[src/rtl/core/rldd_pkg.sv]
// ----------------------------------------------------------------------------
// Redundant link drift diagnostics package
// Shared constants, payload structs and controller/datapath command types.
// ----------------------------------------------------------------------------
package rldd_pkg;

    localparam int RED_CHANNELS = 2;
    localparam int PATHS        = 2;
    localparam int WINDOW_DEPTH = 256;

    localparam int CH_W   = (RED_CHANNELS > 1) ? $clog2(RED_CHANNELS) : 1;
    localparam int PATH_W = (PATHS > 1) ? $clog2(PATHS) : 1;
    localparam int IDX_W  = $clog2(WINDOW_DEPTH);
    localparam int FILL_W = $clog2(WINDOW_DEPTH + 1);
    localparam int ADDR_W = CH_W + IDX_W;
    localparam int SLOT_W = CH_W + PATH_W;

    localparam logic [1:0] REG_WINDOW_SIZE = 2'd0;
    localparam logic [1:0] REG_MAX_DRIFT   = 2'd1;
    localparam logic [1:0] REG_PATH_COUNT  = 2'd2;

    localparam logic CMD_ARRIVAL = 1'b0;
    localparam logic CMD_CLEAR   = 1'b1;

    typedef struct packed {
        logic        command;
        logic        red_channel;
        logic        path_index;
        logic [31:0] seq_num;
        logic [31:0] time_stamp;
    } t_in_item;

    typedef struct packed {
        logic        report_channel;
        logic        report_path;
        logic [8:0]  window_count;
        logic [8:0]  missed_count;
        logic [31:0] drift_sum;
        logic [31:0] drift_square_sum;
        logic        last;
        logic        error;
    } t_out_item;

    typedef enum logic [3:0] {
        OP_NONE,
        OP_LOAD,
        OP_SRCH_RD,
        OP_CMP,
        OP_MATCH,
        OP_SQR,
        OP_ACC,
        OP_CNT_RD,
        OP_CNT,
        OP_REPORT,
        OP_CLR,
        OP_APPEND
    } t_op;

    typedef struct packed {
        t_op              op;
        logic [IDX_W-1:0] idx;
        logic [PATH_W-1:0] path;
        logic             last;
    } t_cmd;

    typedef struct packed {
        logic             hit;
        logic             in_time;
        logic [FILL_W-1:0] fill;
    } t_stat;

endpackage

[src/rtl/core/rldd_ctrl.sv]
// ----------------------------------------------------------------------------
// Drift diagnostics controller
// Sequences search, report scan, clear and append; owns both handshakes.
// ----------------------------------------------------------------------------
module rldd_ctrl
    import rldd_pkg::*;
(
    input  logic      i_clk,
    input  logic      i_rst_n,
    input  logic      i_in_valid,
    output logic      o_in_ready,
    input  t_in_item  i_in_item,
    output logic      o_out_valid,
    input  logic      i_out_ready,
    output t_out_item o_out_item,
    input  t_out_item i_report,
    input  logic [8:0] i_window_size,
    input  logic [1:0] i_path_count,
    input  t_stat     i_stat,
    output t_cmd      o_cmd
);

    typedef enum logic [3:0] {
        S_IDLE, S_START, S_SRCH_RD, S_SRCH_CMP, S_MATCH, S_SQR, S_ACC,
        S_CNT_RD, S_CNT, S_REPORT, S_SEND, S_CLR, S_APPEND, S_ERR
    } t_state;

    t_state r_state;
    t_in_item r_item;
    logic [FILL_W-1:0] r_i;
    logic [PATH_W-1:0] r_q;
    logic r_out_valid, r_err;
    logic [FILL_W-1:0] w_win;
    logic [PATH_W:0] w_paths;
    logic [FILL_W-1:0] w_fill;

    always_comb begin
        if (i_window_size == 9'd0) w_win = FILL_W'(1);
        else if ({{(FILL_W > 9 ? FILL_W - 9 : 0){1'b0}}, i_window_size} > WINDOW_DEPTH)
            w_win = FILL_W'(WINDOW_DEPTH);
        else w_win = FILL_W'(i_window_size);
        if (i_path_count == 2'd0) w_paths = (PATH_W + 1)'(1);
        else if (i_path_count > PATHS) w_paths = (PATH_W + 1)'(PATHS);
        else w_paths = (PATH_W + 1)'(i_path_count);
    end

    assign w_fill = i_stat.fill;

    always_ff @(posedge i_clk) begin
        if (!i_rst_n) begin
            r_state <= S_IDLE;
            r_out_valid <= 1'b0;
            r_err <= 1'b0;
            r_i <= '0;
            r_q <= '0;
        end else begin
            case (r_state)
                S_IDLE: begin
                    if (i_in_valid) begin
                        r_item <= i_in_item;
                        if (32'(i_in_item.red_channel) >= RED_CHANNELS ||
                            (i_in_item.command == CMD_ARRIVAL &&
                             (PATH_W + 1)'(i_in_item.path_index) >= w_paths)) begin
                            r_err <= 1'b1;
                            r_out_valid <= 1'b1;
                            r_state <= S_SEND;
                        end else begin
                            r_state <= S_START;
                        end
                    end
                end
                S_START: begin
                    r_i <= w_fill;
                    r_q <= '0;
                    if (r_item.command == CMD_CLEAR) r_state <= S_CLR;
                    else if (w_fill == '0) r_state <= S_APPEND;
                    else r_state <= S_SRCH_RD;
                end
                S_SRCH_RD: r_state <= S_SRCH_CMP;
                S_SRCH_CMP: begin
                    r_i <= r_i - 1'b1;
                    r_state <= S_MATCH;
                end
                S_MATCH: begin
                    if (i_stat.hit) r_state <= i_stat.in_time ? S_SQR : S_IDLE;
                    else if (r_i != '0) r_state <= S_SRCH_RD;
                    else if (w_fill >= w_win) begin
                        r_i <= '0;
                        r_state <= S_CNT_RD;
                    end else begin
                        r_i <= w_fill;
                        r_state <= S_APPEND;
                    end
                end
                S_SQR: r_state <= S_ACC;
                S_ACC: r_state <= S_IDLE;
                S_CNT_RD: r_state <= S_CNT;
                S_CNT: begin
                    r_i <= r_i + 1'b1;
                    r_state <= (r_i + 1'b1 == w_fill) ? S_REPORT : S_CNT_RD;
                end
                S_REPORT: begin
                    r_out_valid <= 1'b1;
                    r_err <= 1'b0;
                    r_state <= S_SEND;
                end
                S_SEND: begin
                    if (i_out_ready) begin
                        r_out_valid <= 1'b0;
                        if (r_err) begin
                            r_err <= 1'b0;
                            r_state <= S_IDLE;
                        end else if ((PATH_W + 1)'(r_q) + 1'b1 == w_paths) begin
                            r_state <= S_CLR;
                        end else begin
                            r_q <= r_q + 1'b1;
                            r_i <= '0;
                            r_state <= S_CNT_RD;
                        end
                    end
                end
                S_CLR: begin
                    r_i <= '0;
                    r_state <= (r_item.command == CMD_CLEAR) ? S_IDLE : S_APPEND;
                end
                S_APPEND: r_state <= S_IDLE;
                default: r_state <= S_IDLE;
            endcase
        end
    end

    assign o_in_ready  = (r_state == S_IDLE);
    assign o_out_valid = r_out_valid;

    always_comb begin
        o_out_item = i_report;
        if (r_err) begin
            o_out_item = '0;
            o_out_item.report_channel = r_item.red_channel;
            o_out_item.report_path    = r_item.path_index;
            o_out_item.last  = 1'b1;
            o_out_item.error = 1'b1;
        end
    end

    always_comb begin
        o_cmd.op   = OP_NONE;
        o_cmd.idx  = r_i[IDX_W-1:0];
        o_cmd.path = r_q;
        o_cmd.last = ((PATH_W + 1)'(r_q) + 1'b1 == w_paths);
        case (r_state)
            S_IDLE:     if (i_in_valid) o_cmd.op = OP_LOAD;
            S_SRCH_RD:  begin
                o_cmd.op = OP_SRCH_RD;
                o_cmd.idx = IDX_W'(r_i - 1'b1);
            end
            S_SRCH_CMP: begin
                o_cmd.op = OP_CMP;
                o_cmd.idx = IDX_W'(r_i - 1'b1);
            end
            S_MATCH:    o_cmd.op = OP_MATCH;
            S_SQR:      o_cmd.op = OP_SQR;
            S_ACC:      o_cmd.op = OP_ACC;
            S_CNT_RD:   o_cmd.op = OP_CNT_RD;
            S_CNT:      o_cmd.op = OP_CNT;
            S_REPORT:   o_cmd.op = OP_REPORT;
            S_CLR:      o_cmd.op = OP_CLR;
            S_APPEND:   o_cmd.op = OP_APPEND;
            default:    o_cmd.op = OP_NONE;
        endcase
    end

    a_ready_idle: assert property (@(posedge i_clk) disable iff (!i_rst_n)
        o_in_ready |-> !o_out_valid)
        else $error("ready while a result is pending");
    a_out_hold: assert property (@(posedge i_clk) disable iff (!i_rst_n)
        o_out_valid && !i_out_ready |=> o_out_valid)
        else $error("result dropped before accept");
    a_err_last: assert property (@(posedge i_clk) disable iff (!i_rst_n)
        o_out_valid && o_out_item.error |-> o_out_item.last)
        else $error("error result without last");

endmodule

[config.mk]
export PLATFORM = sky130hd
export DESIGN_NAME = rldd_ctrl
export DESIGN_NICKNAME = d
export VERILOG_FILES = /design/src/rtl/core/rldd_pkg.sv /design/src/rtl/core/rldd_ctrl.sv
export SDC_FILE = /design/constraint.sdc
export NUM_CORES = 1
export LEC_CHECK = 0
export BUFFER_PORTS_ARGS = -buffer_cell sky130_fd_sc_hd__buf_2
export CAP_MARGIN = 20
export CELL_PAD_IN_SITES_DETAIL_PLACEMENT = 0
export CELL_PAD_IN_SITES_GLOBAL_PLACEMENT = 1
export CORE_MARGIN = 5
export CORE_UTILIZATION = 23
export DETAILED_ROUTE_END_ITERATION = 16
export PLACE_DENSITY_LB_ADDON = 0.1
export SYNTH_ARGS = -nofsm -noshare
export SYNTH_HDL_FRONTEND = slang
export SYNTH_SLANG_ARGS = --single-unit
[constraint.sdc]
create_clock -name i_clk -period 3.3 [get_ports i_clk]
set_input_delay 0.66 -clock i_clk [delete_from_list [all_inputs] [get_ports i_clk]]
set_output_delay 0.66 -clock i_clk [all_outputs]
set_load 0.005 [all_outputs]
==> results by group <==
Outcome
  – Status: finished clean

Synth
  – Synth Cell Area: 0.002873 mm2
  – Post-synth EDFFs: 3
  – Sequential fraction of the synthesis area: 0.1429
  – Asr flop ratio synth: 0
  – Top cell type's share of synthesized area: 0.1916
  – Flops & latches, synth: 19
  – Top_reg_cell synth: dfxtp_1
  – Cells after synthesis: 416
  – Cell taking the most area after synthesis: nor2b_1
  – Syn_nets: 607
  – Synth Warn #: 0
  – Syn Area/Cell: 6.906 um2
  – Synth area leaders: nor2b_1 (19%), dfxtp_1 (11%), nand2_1 (5.7%), ha_1 (5.2%), xnor2_1 (5.2%)
  – Synth unique cells: 63

Route
  – Drt via density: 4.719
  – Final ANT Viol Nets: 0
  – DR WL/cell: 16.00 um
  – Vias: 3,700
  – Iteration-0 DRC count of the detailed router: 135
  – First-pass DRT Iterations: 4
  – DR DRC count: 0
  – Routed wire length: 12,550 um

Finish
  – Multi-input gate area: 0.002270 mm2
  – Synth-to-layout area growth: 45.34%
  – Ant diodes: 0
  – Fin util: 0.3447
  – Layout cells sized above 1: 0.4010
  – Fillers: 1,378
  – Nets@finish: 808
  – Seq. cell area: 411.6 um2

Timing
  – Final Skew: 0.001479 ns
  – Rel. slew slack: 0.5709
  – Achievable clock frequency: 365.2 MHz
  – Setup Viol. Count Final: 0
  – RSZ-0062 raised after global routing: no
  – Final worst path period share: 0.8297
  – TNS Setup: 0 ns
  – Worst Tran Pin Value: 0.6378 ns
  – Fin. max-slew vios: 0
  – Endpoints failing hold: 0
  – Min Tclk post-route: 2.738 ns

Clock network
  – CTS root buf: clkbuf_16
  – Post-CTS Hold Fix Bufs: 0
  – CTS clk-pin slew, worst paths: 0.06 ns
  – Post-cts sizing count: 0
  – Worst-Skew Late Latency: 0.25 ns
  – Setup Fix Bufs, Post-CTS: 0
  – H-tree depth: 1
  – Clock Path Buffers: 2
  – CTS buffer count: 3
  – CTS tree: yes
  – CTS Sinks: 19

GRT
  – First-pass GRT wire length: 18,680 um
  – All-layer global routing usage: 0.1549
  – Initial antenna violation count: 0
  – Largest net degree at the start of global routing: 42
  – Vias in the first global route: 3,501
  – Gr ovfl total: 0

Placement
  – Post-DP HPWL: 10,530 um
  – PortBufs: 215
  – GPL Wtd Cong: 0.8382

Floorplan
  – Initial core utilization: 0.2372
  – Core Area: 0.01211 mm2
  – Ports: 281
  – Die Wd: 121.8 um
  – Die Area: 0.01483 mm2
  – Die Y-Extent: 121.8 um
  – Core Rows: 40

Power
  – Cell Pwr Density: 624.6 mW/mm2
  – VDD IR max: 0.2807 mV
  – Leak pwr: 0.001987 uW

Critical path
  – CP Capture Type: flop
  – Critical Path Start Type: flop
  – CP Class: reg -> reg
  – R2R cell count: 7
  – CP required: 3.48 ns
  – Worst Path Arrival: 2.92 ns
  – CP Max Fanout: 9
  – Reg2reg end: r_state[3]$_SDFFE_PN0P_
  – Reg2Reg Launch Point: r_i[0]$_SDFFE_PN0P_
  – R2R setup slack: 0.56 ns

Hold path
  – Hold endpoint: o_out_valid$_SDFFE_PN0P_
  – HP Start: o_out_valid$_SDFFE_PN0P_
  – HP Class: reg -> reg
  – Hold Crit Depth: 2

Job
  – Max-cap viol count: 0
[cell usage after synthesis, drive strengths merged (12+ instances only)]
| master | number |
|---|---|
| dfxtp | 16 |
| nand2 | 45 |
| xnor2 | 17 |
| ha | 12 |
| clkbuf | 19 |
| a31oi | 13 |
| nor2 | 23 |
| nor2b | 88 |
| o21ai | 25 |
| a21oi | 20 |
| nand2b | 14 |
[per-stage QoR]
stage	worst slack [ns]	cell area (um2)	hold WS, ns	cells	total power [uW]
floorplan	0.9360	2873	0.4890	416	1674
finish	0.5619	4175	0.5055	784	2608
detailed placement	0.4691	4095	0.5020	780	2373
CTS	0.5674	4175	0.5097	784	2645
global placement	0.5024	4095	0.4871	780	2369
global route	0.4440	4175	0.5207	784	2856
[sequential cells by signal, summed over array words and instances (netlist names)]
signal / count
r_q: 1
r_item: 3
r_err: 1
r_i: 9
o_out_valid: 1
r_state: 4
[kinds of logic (layout without fill, tap and decap cells)]
| family | Yosys count | after routing | share of synthesized area |
|---|---|---|---|
| AOI/OAI and AO/OA | 100 | 100 | 0.2361 |
| xor gates and xnor gates | 20 | 20 | 0.06098 |
| adders and majority gates | 12 | 12 | 0.05226 |
| buffers and inverters | 42 | 242 | 0.06707 |
| DFF | 19 | 19 | 0.1429 |
| muxes | 4 | 4 | 0.01524 |
| and+or+nand+nor | 219 | 219 | 0.4255 |
[area by class of cell]
cell class                      count  share of cell area
Clock buffer                        3             0.01798
Clock inverter                      1            0.001199
Inverter                           12             0.01079
Multi-Input combinational cell    355              0.5436
Sequential cell                    19             0.09859
Tap cell                          168             0.05034
Timing Repair Buffer              226              0.2775
[worst max path at each step]
stage / from / to / slack, ns / cells past startpoint
after detailed placement: i_window_size[8] / r_i[8]$_SDFFE_PN0P_ / 0.47 / 9
after global placement: i_window_size[8] / r_i[0]$_SDFFE_PN0P_ / 0.50 / 9
after floorplan: i_window_size[4] / r_state[3]$_SDFFE_PN0P_ / 0.94 / 9
after global routing: r_i[0]$_SDFFE_PN0P_ / r_state[3]$_SDFFE_PN0P_ / 0.44 / 7
final: r_i[0]$_SDFFE_PN0P_ / r_state[3]$_SDFFE_PN0P_ / 0.56 / 7
after CTS: r_i[0]$_SDFFE_PN0P_ / r_state[3]$_SDFFE_PN0P_ / 0.57 / 7
[layer usage]
| layer | GRT usage | routed length [um] | part of all wire |
|---|---|---|---|
| met1 | 0.1931 | 5164 | 0.41 |
| met3 | 0.03064 | 921 | 0.073 |
| met5 | 0 | 0 | 0 |
| met4 | 0.01541 | 28 | 0.0022 |
| met2 | 0.2842 | 6430 | 0.51 |
[placed cells by master, fill, tap and decap left out, types with 2 or more instances in the layout]
cell and count:
nor2b_1 88, nand3b_1 3, xor2_1 3, nand2b_1 14, inv_1 10, o221ai_1 4
o211a_1 2, dfxtp_1 15, a221oi_1 2, a21oi_1 20, or2_2 3, o31ai_1 2
nand3_1 6, or4_1 4, nor4_1 4, a32o_1 3, mux2_2 3, ha_1 12
a311o_1 2, and3_1 2, or3_1 6, a221o_1 3, o2bb2ai_1 2, a22oi_1 2
edfxtp_1 3, nor2_1 23, nand4_1 5, nor3_1 7, o21ai_0 25, a31oi_1 13
and2_1 3, clkbuf_16 3, xnor2_1 17, a21o_1 2, o211ai_1 6, buf_2 215
nand2_1 44, buf_4 11
[report_power, final]
group | switching (uW) | internal (uW)
clock | 96.5 | 163
combinational | 1000 | 821
sequential | 206 | 321
total | 1300 | 1310
[worst max-delay path, cell delays in order, from the launching register on]
cell	delay [ns]
dfxtp_1	0.52
ha_1	0.35
and4_4	0.30
nand2_4	0.07
a311o_1	0.36
or3_1	0.39
or4_1	0.50
a31oi_1	0.15
Power figures use the tool's default switching activity.
